[src/bvs_pkg.sv]
package bvs_pkg;

  localparam int unsigned DIM_MAX_DEF = 64;
  localparam int unsigned BRICK_X_DEF = 8;
  localparam int unsigned BRICK_Y_DEF = 8;
  localparam int unsigned BRICK_Z_DEF = 8;

  localparam int unsigned COORD_W  = 6;
  localparam int unsigned COORD_N  = 64;
  localparam int unsigned SAMPLE_W = 16;
  localparam int unsigned SIZE_W   = 7;
  localparam int unsigned QDEPTH   = 2;

  typedef enum logic [2:0] {
    OP_CLEAR  = 3'd0,
    OP_WRITE  = 3'd1,
    OP_READ   = 3'd2,
    OP_BRICK  = 3'd3,
    OP_GLOBAL = 3'd4
  } op_code_t;

  typedef enum logic [2:0] {
    K_CLEAR,
    K_WRITE,
    K_READ,
    K_BRICK,
    K_GLOBAL,
    K_NONE
  } op_kind_t;

  typedef enum logic [1:0] {
    ST_OK      = 2'd0,
    ST_OUTSIDE = 2'd1,
    ST_EMPTY   = 2'd2
  } status_t;

  typedef enum logic [1:0] {
    REG_SIZE_X = 2'd0,
    REG_SIZE_Y = 2'd1,
    REG_SIZE_Z = 2'd2
  } reg_idx_t;

  typedef enum logic [1:0] {
    B_SWEEP,
    B_IDLE,
    B_EXEC
  } back_state_t;

  typedef struct packed {
    logic [SIZE_W-1:0] size_x;
    logic [SIZE_W-1:0] size_y;
    logic [SIZE_W-1:0] size_z;
  } cfg_t;

  typedef struct packed {
    logic full;
    logic nonempty;
  } q_stat_t;

  typedef struct packed {
    logic sweeping;
    logic exec;
  } bk_stat_t;

  function automatic int unsigned idx_w(input int unsigned n);
    return (n > 1) ? $clog2(n) : 1;
  endfunction

  // Coordinates never exceed the port range, whatever the store's nominal extent.
  function automatic int unsigned coord_dim(input int unsigned d);
    return (d < COORD_N) ? d : COORD_N;
  endfunction

endpackage

[src/bvs_fifo.sv]
module bvs_fifo import bvs_pkg::*; #(
  parameter int unsigned W = 8
) (
  input  logic         clk,
  input  logic         rst_n,
  input  logic         push,
  input  logic [W-1:0] push_data,
  input  logic         pop,
  output logic [W-1:0] head,
  output q_stat_t      q_stat
);

  localparam int unsigned PW    = idx_w(QDEPTH);
  localparam int unsigned CNT_W = $clog2(QDEPTH + 1);

  logic [W-1:0]     slot_r [QDEPTH];
  logic [PW-1:0]    wr_ptr_r, wr_ptr_nxt;
  logic [PW-1:0]    rd_ptr_r, rd_ptr_nxt;
  logic [CNT_W-1:0] cnt_r, cnt_nxt;

  always_comb begin
    wr_ptr_nxt = wr_ptr_r;
    rd_ptr_nxt = rd_ptr_r;
    cnt_nxt    = cnt_r;
    if (push) begin
      wr_ptr_nxt = (wr_ptr_r == PW'(QDEPTH - 1)) ? '0 : wr_ptr_r + 1'b1;
    end
    if (pop) begin
      rd_ptr_nxt = (rd_ptr_r == PW'(QDEPTH - 1)) ? '0 : rd_ptr_r + 1'b1;
    end
    if (push && !pop) begin
      cnt_nxt = cnt_r + 1'b1;
    end else if (pop && !push) begin
      cnt_nxt = cnt_r - 1'b1;
    end
  end

  always_ff @(posedge clk) begin
    if (!rst_n) begin
      wr_ptr_r <= '0;
      rd_ptr_r <= '0;
      cnt_r    <= '0;
    end else begin
      wr_ptr_r <= wr_ptr_nxt;
      rd_ptr_r <= rd_ptr_nxt;
      cnt_r    <= cnt_nxt;
    end
  end

  always_ff @(posedge clk) begin
    if (push) begin
      slot_r[wr_ptr_r] <= push_data;
    end
  end

  assign head            = slot_r[rd_ptr_r];
  assign q_stat.full     = (cnt_r == CNT_W'(QDEPTH));
  assign q_stat.nonempty = (cnt_r != '0);

endmodule

[config.mk]
export PLATFORM = sky130hd
export DESIGN_NAME = bvs_fifo
export DESIGN_NICKNAME = d
export VERILOG_FILES = /design/src/bvs_pkg.sv /design/src/bvs_fifo.sv
export SDC_FILE = /design/constraint.sdc
export NUM_CORES = 1
export LEC_CHECK = 0
export ABC_AREA = 1
export BUFFER_PORTS_ARGS = -buffer_cell sky130_fd_sc_hd__buf_2
export CAP_MARGIN = 20
export CORE_UTILIZATION = 53
export CTS_CLUSTER_SIZE = 12
export DETAILED_ROUTE_END_ITERATION = 10
export PLACE_DENSITY = 0.8
export SETUP_SLACK_MARGIN = 0.5
export SLEW_MARGIN = 20
export SYNTH_ARGS = -nofsm -noshare
export SYNTH_HDL_FRONTEND = slang
export SYNTH_SLANG_ARGS = --single-unit
[constraint.sdc]
create_clock -name clk -period 2.8 [get_ports clk]
set_input_delay 0.42 -clock clk [delete_from_list [all_inputs] [get_ports clk]]
set_output_delay 0.42 -clock clk [all_outputs]
set_load 0.05 [all_outputs]
**Yosys cells after proc, flatten, opt, wreduce, memory -nomap -nowiden**

Memories as Yosys holds them, arrays and structs flattened. A register that Yosys moved wholly into a read port is not among the register bits.
Index checks and enable logic that the tools add are counted.

- Register bits: 4
- RAM bits: 16
- Bits of input ports: 12
- Output and inout bits: 10
- Logic and storage cells: 23
- Memories: 1

Memories:

| memory | words | width | read ports | clocked after memory_dff | write ports | line | text |
|---|---|---|---|---|---|---|---|
| slot_r | 2 | 8 | 1 | 1 | 1 | bvs_fifo.sv:16 | `logic [W-1:0] slot_r [QDEPTH];` |

- Add/sub/neg operators: 4
- Eq/ne operators: 1
- Mux-type cells: 8
- Reductions and logical operators: 6

Operator list:

| operator | count |
|---|---|
| $mux 1 | 6 |
| $mux 2 | 2 |
| $reduce_bool 2->1 | 2 |
| $add 1x1->1 const B | 2 |
| $add 2x1->2 const B | 1 |
| $eq 2x2->1 const B | 1 |
| $logic_and 1x1->1 | 2 |
| $logic_not 1->1 | 2 |
| $sub 2x1->2 const B | 1 |

**Depth between registers and ports, before layout**

Gate-level depths: netlist of run 1.

- Depth in word-level cells: 4
- Mapped depth: 8
- Depth with buffers taken out: 8

**Least setup slack after synthesis of run 1**

OpenSTA, ideal clock, no wires.

- Path type: register to output
- Start: register cnt_r[1]
- End: output q_stat[1] (netlist name)
- Data arrival time: 1.007 ns
- Required time: 2.380 ns
- Setup slack: 1.373 ns
- Cell stages (with the launch flop): 3
- Path buffers: 0
- Cells stage by stage: dfxtp_1 > inv_1 > nor2_1

RTL lines:

| item | line | text |
|---|---|---|
| start, declared | bvs_fifo.sv:19 | `logic [CNT_W-1:0] cnt_r, cnt_nxt;` |
| start signal, assigned | bvs_fifo.sv:46 | `cnt_r <= cnt_nxt;` |
| end, declared | bvs_fifo.sv:10 | `output q_stat_t q_stat` |

==> flow_metrics.tcl, run 1 <==
set metrics [dict create \
    dpl.hpwl_microns 939.3 \
    synth_cell_types 14 \
    netlist_instances 60 \
    diodes 0 \
    min_path_type "input pin to flop" \
    first_iter_violations 6 \
    regArea_sq_um 580.6 \
    timing.fmax_mhz 524.3 \
    synth_most_common_cell "edfxtp_1" \
    synth.top_cell.area_share 0.5706 \
    syn_avg_cell_area_sq_um 14.03 \
    fillers 107 \
    period_share 0.6812 \
    status "finished clean" \
    r2r-start "wr_ptr_r" \
    ant_nets 0 \
    postCtsResizedCells 0 \
    synth_ff_type "edfxtp_1" \
    worstSetupStartpointType "flop" \
    required_ps 2380 \
    p_per_area_nw_per_um2 638.9 \
    postCtsSetupRepairBufs 0 \
    tightest_slew_ps 673.9 \
    clock_skew_ps 0.9131 \
    die_x_microns 41.86 \
    fp-row-count 14 \
    ir_worst_vdd_v 0.0003327 \
    routedWlPerCell_microns 12.02 \
    ys_ff_latch 21 \
    yosys_warnings 0 \
    post_drt_via_cell_ratio 4.920 \
    overflow 0 \
    cts_buffers 3 \
    r2r_slack_ps 1570 \
    grt_pass1_wl_mm 1.959 \
    setup_slack_ps 892.6 \
    post-place-ws_ps 1206 \
    final_nets 98 \
    drive_above_1_share 0.4048 \
    min_period_ps 1907 \
    rsz0062_at_grt "no" \
    dieArea_sq_um 1752 \
    drc 0 \
    dr.pass1.iters 2 \
    setup_viol 0 \
    cts_hold_buf 0 \
    crit_fanout 8 \
    gp_congestion 0.6821 \
    pin_count 22 \
    netlist_area_sq_um 842.1 \
    clk_pin_slew_ps 100 \
    regToRegEndpoint "slot_r[0][6]" \
    portBuffers 21 \
    area_growth_pct 16.64 \
    crit_path_end "head[6]" \
    total_leakage_power_nw 0.4466 \
    synth_edf_count 16 \
    grt_max_degree 12 \
    drv_slew 0 \
    track_usage 0.1542 \
    antenna_found_initial 0 \
    ctsRootBufferMaster "clkbuf_4" \
    cts_tree "built" \
    cp.arrival_ps 1490 \
    seq_area_frac_synth 0.6895 \
    crit_path_end_kind "output pin" \
    vias 492 \
    start_util 0.5655 \
    syn_nets 73 \
    clock_latency_ps 290 \
    multi_input_area_sq_um 220.2 \
    setup_tns_ps 0 \
    critPathKind "flop to output pin" \
    synth_common_cells "edfxtp_1 (16), mux2_4 (8), nand2_1 (8), nor2_1 (8), inv_1 (7)" \
    core_sq_um 1489 \
    grt_pass1_vias 472 \
    r2r_cells 1 \
    maxCapViolations 0 \
    synth_top_area_cell "edfxtp_1" \
    clkSinkCount 21 \
    slew_headroom 0.5491 \
    die_y_microns 41.86 \
    drt_wl_total_mm 1.202 \
    hold_viol_final 0 \
    synth_area_leaders "edfxtp_1 (57%), mux2_4 (14%), dfxtp_1 (12%)" \
    h-tree-depth 1 \
    cts_buffer_depth 2 \
    synthArstFlopShare 0 \
]
==> kinds of logic after synthesis <==
family / synth area share
buffers and inverters: 0.04903
multiplexers: 0.1427
AO/OA/AOI/OAI: 0.01188
AND/OR/NAND/NOR: 0.09213
adder cells (fa/ha/maj): 0.01486
flip-flops: 0.6895
==> per-layer routing <==
metal	track usage	wire, microns	up-vias
met4	0.07742	0	0
met2	0.2625	642	14
met5	0	0	-
met1	0.1761	498	225
met3	0.04348	61	0
li1	-	-	253
==> final cells by class <==
| type | count | share of cell area |
|---|---|---|
| multi-input combinational | 30 | 0.2242 |
| inverter | 8 | 0.03057 |
| timing repair buffer | 21 | 0.1070 |
| tap | 16 | 0.02038 |
| sequential | 21 | 0.5911 |
| clock buffer | 4 | 0.02675 |
==> worst max-delay path: stages (launching register included) <==
cell	delay (ps)
dfxtp_1	640
mux2_4	350
buf_2	210
==> flip-flops by register name (all words and copies together) (netlist names), named ones only <==
name / flops
wr_ptr_r: 1
rd_ptr_r: 1
cnt_r: 2
slot_r: 16
==> metrics by stage <==
step	instances	area, sq um	utilization	hold WS, ps	power [W]
after global routing	100	982.2	0.6597	278.9	0.0006584
after floorplan	60	842.1	-	463.5	0.0004708
after detailed placement	96	955.9	0.6420	495.5	0.0004987
after global placement	96	955.9	0.6420	476.0	0.0004940
after CTS	100	982.2	0.6597	298.9	0.0006361
final	100	982.2	0.6597	309.3	0.0006276
==> layout by cell type (no fill, tap or decap) <==
cell      Yosys  final
a21oi_1       1      1
buf_2         0     21
clkbuf_1      0      1
clkbuf_4      0      3
dfxtp_1       5      5
edfxtp_1     16     16
ha_1          1      1
inv_1         7      7
inv_2         1      1
mux2_4        8      8
nand2_1       8      8
nand2_2       1      1
nand3_1       1      1
nand4_1       1      1
nor2_1        8      8
o21ai_0       1      1
==> worst min path at each step <==
stage,slack [ps],start,depth (start not counted),end
detailed placement,500,rd_ptr_r,2,flop
CTS,300,push_data[7],1,slot_r[1][7]
finish,310,push_data[4],1,slot_r[0][4]
floorplan,460,rd_ptr_r,2,flop
global placement,480,rd_ptr_r,2,rd_ptr_r
global route,280,push_data[7],1,slot_r[0][7]
==> where the power goes <==
part           leakage [nW]  total, W  switching [W]  internal, W
combinational         0.240  0.000123      0.0000822    0.0000403
sequential            0.192  0.000367      0.0000116     0.000356
clock                0.0150  0.000138      0.0000823    0.0000554
total                 0.447  0.000628       0.000176     0.000451
No activity file was read; power rests on OpenSTA's default activity.
==> run 2, diff against run 1 <==
- ABC_AREA: 1 -> 0
- CORE_UTILIZATION: 53 -> 44
- PLACE_DENSITY: 0.8 -> 0.72
- clock period: 2.8 -> 1.66 ns (I/O delays scaled with it)
==> flow_metrics.tcl, run 2 <==
set metrics [dict create \
    drc 0 \
    ant_nets 0 \
    seqPwrFrac 0.538 \
    rsz0062_at_grt "yes" \
    grt_pass1_vias 431 \
    cp.arrival_ps 1220 \
    synth_top_area_cell "edfxtp_1" \
    overflow 0 \
    drt-met1-wl_microns 547 \
    timing.fmax_mhz 680.2 \
    first_iter_violations 4 \
    synth_cell_types 16 \
    netlist_area_sq_um 797.0 \
    die_x_microns 44.56 \
    crit_fanout 8 \
    crit_chain "mux2_4 > buf_6" \
    clock_latency_ps 290 \
    largest_reg_flops 16 \
    wl_met2_microns 663 \
    portBuffers 21 \
    yosys_warnings 0 \
    synthArstFlopShare 0 \
    netlist_instances 47 \
    regMostFlops "slot_r" \
    final_nets 88 \
    h-tree-depth 1 \
    status "finished clean" \
    ir_worst_vdd_v 0.0007893 \
    switching_power_w 0.0003281 \
    setup_tns_ps 0 \
    layout_common_cells "edfxtp_1 (16), buf_2 (11), buf_6 (9)" \
    required_ps 1410 \
    antenna_found_initial 0 \
    tightest_slew_ps 394.4 \
    area_growth_pct 35.95 \
    max_stage_delay_ps 450 \
    total_leakage_power_nw 0.4511 \
    r2r_slack_ps 540 \
    grt_max_degree 13 \
    post_drt_via_cell_ratio 4.535 \
    synth_most_common_cell "edfxtp_1" \
    top_regs "slot_r: 16 flops, cnt_r: 2 flops" \
    path_buf_inv 1 \
    ys_ff_latch 21 \
    die_y_microns 44.56 \
    cts_tree "built" \
    slew_headroom 0.7371 \
    dpl.hpwl_microns 794.1 \
    critPathKind "flop to output pin" \
    gp_congestion 0.5992 \
    drive_above_1_share 0.5541 \
    fp-row-count 15 \
    dieArea_sq_um 1986 \
    vias 449 \
    start_util 0.4667 \
    stdcell_count 99 \
    setup_viol 0 \
    pwr-share-comb 0.263 \
    track_usage 0.1438 \
    drv_slew 0 \
    crit_slowest_cell "dfxtp_4" \
    synth_area_leaders "edfxtp_1 (60%), dfxtp_1 (13%), mux2_2 (11%)" \
    synth.top_cell.area_share 0.6028 \
    crit_family "flip-flops" \
    synth_ff_type "edfxtp_1" \
    p_per_area_nw_per_um2 1073 \
    drt_wl_total_mm 1.256 \
    cts_buffer_depth 2 \
    netSwitchingFraction 0.2823 \
    p_clk_frac 0.199 \
    synth_edf_count 16 \
    syn_nets 60 \
    routedWlPerCell_microns 12.69 \
    seq_area_frac_synth 0.7284 \
    maxCapViolations 0 \
    dr.pass1.iters 3 \
    ctsRootBufferMaster "clkbuf_4" \
    period_share 0.8857 \
    grt_pass1_wl_mm 1.925 \
    highest_layer "met4" \
    syn_avg_cell_area_sq_um 16.96 \
    synth_common_cells "edfxtp_1 (16), mux2_2 (8), dfxtp_1 (5)" \
    min_path_type "input pin to flop" \
    clock_skew_ps 2.965 \
    core_sq_um 1708 \
    crit_path_end_kind "output pin" \
    worstSetupStartpointType "flop" \
    cts_buffers 3 \
    pin_count 22 \
    diodes 0 \
    route.met3.wl_microns 33 \
    numPlacedInstances 93 \
    internal_power_w 0.0008340 \
    clkSinkCount 21 \
    hold_viol_final 0 \
    clk_pin_slew_ps 110 \
    min_period_ps 1470 \
    layout_commonest_cell "edfxtp_1" \
]
## run 2: cell count changes in the layout (fill, tap and decap cells not counted), moves of 2 or more
cell	delta
xor2_1	+2
buf_6	+9
nor2_1	-8
and2_1	+4
buf_2	-10
nor2b_1	+2
inv_1	-6
nand2_1	-8
dfxtp_1	-3
dfxtp_2	+2
buf_4	+3
## run 2: cell type report
| class | instances | area [sq um] |
|---|---|---|
| Multi-Input combinational cell | 24 | 240.2 |
| Tap cell | 25 | 31.28 |
| Inverter | 1 | 3.754 |
| Clock inverter | 1 | 5.005 |
| Fill cell | 133 | 624.3 |
| Sequential cell | 21 | 586.8 |
| Clock buffer | 3 | 22.52 |
| Timing Repair Buffer | 24 | 193.9 |
## run 2: power by group through the flow
stage          clock network, W  registers, W  logic, W
2_1_floorplan                 0      0.000623  0.000183
3_3_place_gp                  0      0.000632  0.000224
3_5_place_dp                  0      0.000634  0.000229
4_1_cts                0.000241      0.000626  0.000306
5_1_grt                0.000251      0.000629  0.000322
6_report               0.000231      0.000625  0.000306
## run 2: layer usage
metal	global-route usage	vias to the layer above
met2	0.2500	10
met4	0.07273	0
met3	0.02857	2
met5	0	-
met1	0.1676	211
li1	-	226
## run 2: kinds of logic after synthesis
kind of cell / count (synthesis) / share of synthesized area
and+or+nand+nor: 9 / 0.07379
DFF: 21 / 0.7284
xor gates and xnor gates: 3 / 0.03297
muxes: 8 / 0.1130
adders and majority gates: 1 / 0.01570
AOI/OAI and AO/OA: 3 / 0.02512
buffers and inverters: 2 / 0.01098
## run 2: timing repair
item	4_1_cts	5_1_grt
endpoints found under the setup margin	10	11
hold buffers	0	0
resized for setup	34	0
buffers inserted	2	0
pin swaps	0	1
## run 2: final timing paths
kind,depth (start not counted),startpoint,end
hold reg to reg,2,rd_ptr_r,flop
setup / recovery,2,flop,head[2]
hold / removal,1,push_data[7],slot_r[1][7]
setup reg to reg,4,cnt_r[0],cnt_r[1]
## run 2: metrics by stage
stage | utilization | hold WS, ps | total power [W] | setup WS [ps] | instance area, sq um
after floorplan | - | 347.9 | 0.0008061 | 488.5 | 797.0
after global placement | 0.5480 | 438.3 | 0.0008559 | 302.6 | 935.9
after detailed placement | 0.5480 | 441.0 | 0.0008626 | 291.0 | 935.9
after CTS | 0.6344 | 125.6 | 0.001173 | 176.1 | 1084
after global routing | 0.6344 | 122.9 | 0.001203 | 154.9 | 1084
final | 0.6344 | 135.1 | 0.001162 | 189.8 | 1084
==> run 3, diff against run 2 <==
- CORE_ASPECT_RATIO: not set -> 1.25
==> flow_metrics.tcl, run 3 (same netlist as run 2, synthesis figures left out) <==
set metrics [dict create \
    crit_family "flip-flops" \
    maxCapViolations 0 \
    rsz0062_at_grt "yes" \
    crit_slowest_cell "dfxtp_4" \
    grt_pass1_wl_mm 2.049 \
    gp_congestion 0.6855 \
    cts_hold_buf 0 \
    tightest_slew_ps 379.4 \
    netSwitchingFraction 0.2821 \
    hold_end "slot_r[0][2]" \
    p_per_area_nw_per_um2 1085 \
    dpl_cell_area_sq_um 927.1 \
    cts_buffer_depth 2 \
    crit_fanout 8 \
    whs_ps 142.0 \
    dieArea_sq_um 1987 \
    first_iter_violations 4 \
    critPathKind "flop to output pin" \
    p_clk_frac 0.201 \
    antenna_found_initial 0 \
    post_drt_via_cell_ratio 4.837 \
    min_path_type "input pin to flop" \
    area_growth_pct 35.01 \
    seqPwrFrac 0.537 \
    timing.fmax_mhz 677.6 \
    grt_max_degree 12 \
    top_regs "slot_r: 16 flops, cnt_r: 2 flops" \
    cp.arrival_ps 1230 \
    dr.pass1.iters 2 \
    setup_tns_ps 0 \
    slew_headroom 0.7471 \
    crit_path_end_kind "output pin" \
    multi_input_area_sq_um 242.7 \
    path_buf_inv 1 \
    regArea_sq_um 586.8 \
    pwr-share-comb 0.262 \
    ant_nets 0 \
    internal_power_w 0.0008382 \
    vias 445 \
    worstSetupStartpointType "flop" \
    drive_above_1_share 0.5541 \
    min_period_ps 1476 \
    track_usage 0.1524 \
    pin_count 22 \
    clk_pin_slew_ps 110 \
    diodes 0 \
    switching_power_w 0.0003294 \
    r2r_cells 4 \
    clock_skew_ps 3.341 \
    layout_commonest_cell "edfxtp_1" \
    total_leakage_power_nw 0.4493 \
    portBuffers 21 \
    ctsRootBufferMaster "clkbuf_4" \
    status "finished clean" \
    h-tree-depth 1 \
    die_y_microns 49.59 \
    min_delay_path_depth 1 \
    cts_tree "built" \
    routedWlPerCell_microns 14.26 \
    setup_viol 0 \
    core_sq_um 1622 \
    dpl.hpwl_microns 923.7 \
    fp-row-count 16 \
    clkSinkCount 21 \
    drv_slew 0 \
    fillers 115 \
    die_x_microns 40.07 \
    max_stage_delay_ps 460 \
    overflow 0 \
    final_area_sq_um 1076 \
    r2r-start "cnt_r[0]" \
    hold_start "push_data[2]" \
    period_share 0.8891 \
    drc 0 \
    final_nets 88 \
    drt_wl_total_mm 1.312 \
    start_util 0.4915 \
    grt_pass1_vias 494 \
    clock_latency_ps 290 \
    layout_common_cells "edfxtp_1 (16), buf_2 (11), buf_6 (9)" \
    crit_chain "mux2_4 > buf_6" \
    largest_reg_flops 16 \
    regToRegEndpoint "cnt_r[1]" \
    cts_buffers 3 \
    required_ps 1410 \
    ir_worst_vdd_v 0.0006264 \
    regMostFlops "slot_r" \
    hold_viol_final 0 \
    r2r_slack_ps 540 \
]
==> run 3: cell types whose count changed in the layout (fill, tap and decap cells not counted) <==
cell      before  now
nor2b_2        0    1
clkbuf_1       0    1
nor2b_1        2    1
clkinv_2       1    0
==> run 3: per-layer routing <==
| layer | global-route usage | vias up | part of all wire |
|---|---|---|---|
| met2 | 0.2715 | 12 | 0.56 |
| met4 | 0.06897 | 0 | 0.0061 |
| li1 | - | 224 | - |
| met5 | 0 | - | 0 |
| met1 | 0.1595 | 207 | 0.40 |
| met3 | 0.02703 | 2 | 0.034 |
==> run 3: repair_timing <==
action / CTS / global route
resized for setup: 34 / 1
pin swaps: 0 / 2
endpoints found under the setup margin: 10 / 17
setup buffers: 2 / 0
==> run 3: through the flow <==
stage,worst slack [ps],std cells,power [W],utilization
floorplan,488.5,47,0.0008061,-
global placement,295.8,86,0.0008562,0.5718
detailed placement,293.9,86,0.0008637,0.5718
CTS,174.5,92,0.001172,0.6620
global route,130.3,92,0.001219,0.6636
finish,184.1,92,0.001168,0.6636
==> run 3: worst max path at each step <==
stage	start	slack (ps)	endpoint	cells after the start
after floorplan	flop	490	head[0]	2
after global placement	flop	300	head[6]	2
after detailed placement	flop	290	head[6]	2
after CTS	flop	170	head[6]	2
after global routing	flop	130	head[7]	2
final	flop	180	head[2]	2
==> run 3: final cells by class <==
| class | count | share of cell area |
|---|---|---|
| Multi-Input combinational cell | 24 | 0.2256 |
| Sequential cell | 21 | 0.5454 |
| Timing Repair Buffer | 24 | 0.1802 |
| Tap cell | 18 | 0.02093 |
| Inverter | 1 | 0.003488 |
| Clock buffer | 4 | 0.02442 |
==> run 3: power groups by stage <==
stage | logic (W) | clock network (W) | registers, W
after floorplan | 0.000183 | 0 | 0.000623
after global placement | 0.000224 | 0 | 0.000632
after detailed placement | 0.000229 | 0 | 0.000635
after CTS | 0.000306 | 0.000239 | 0.000626
after global routing | 0.000321 | 0.000266 | 0.000632
final | 0.000306 | 0.000235 | 0.000627
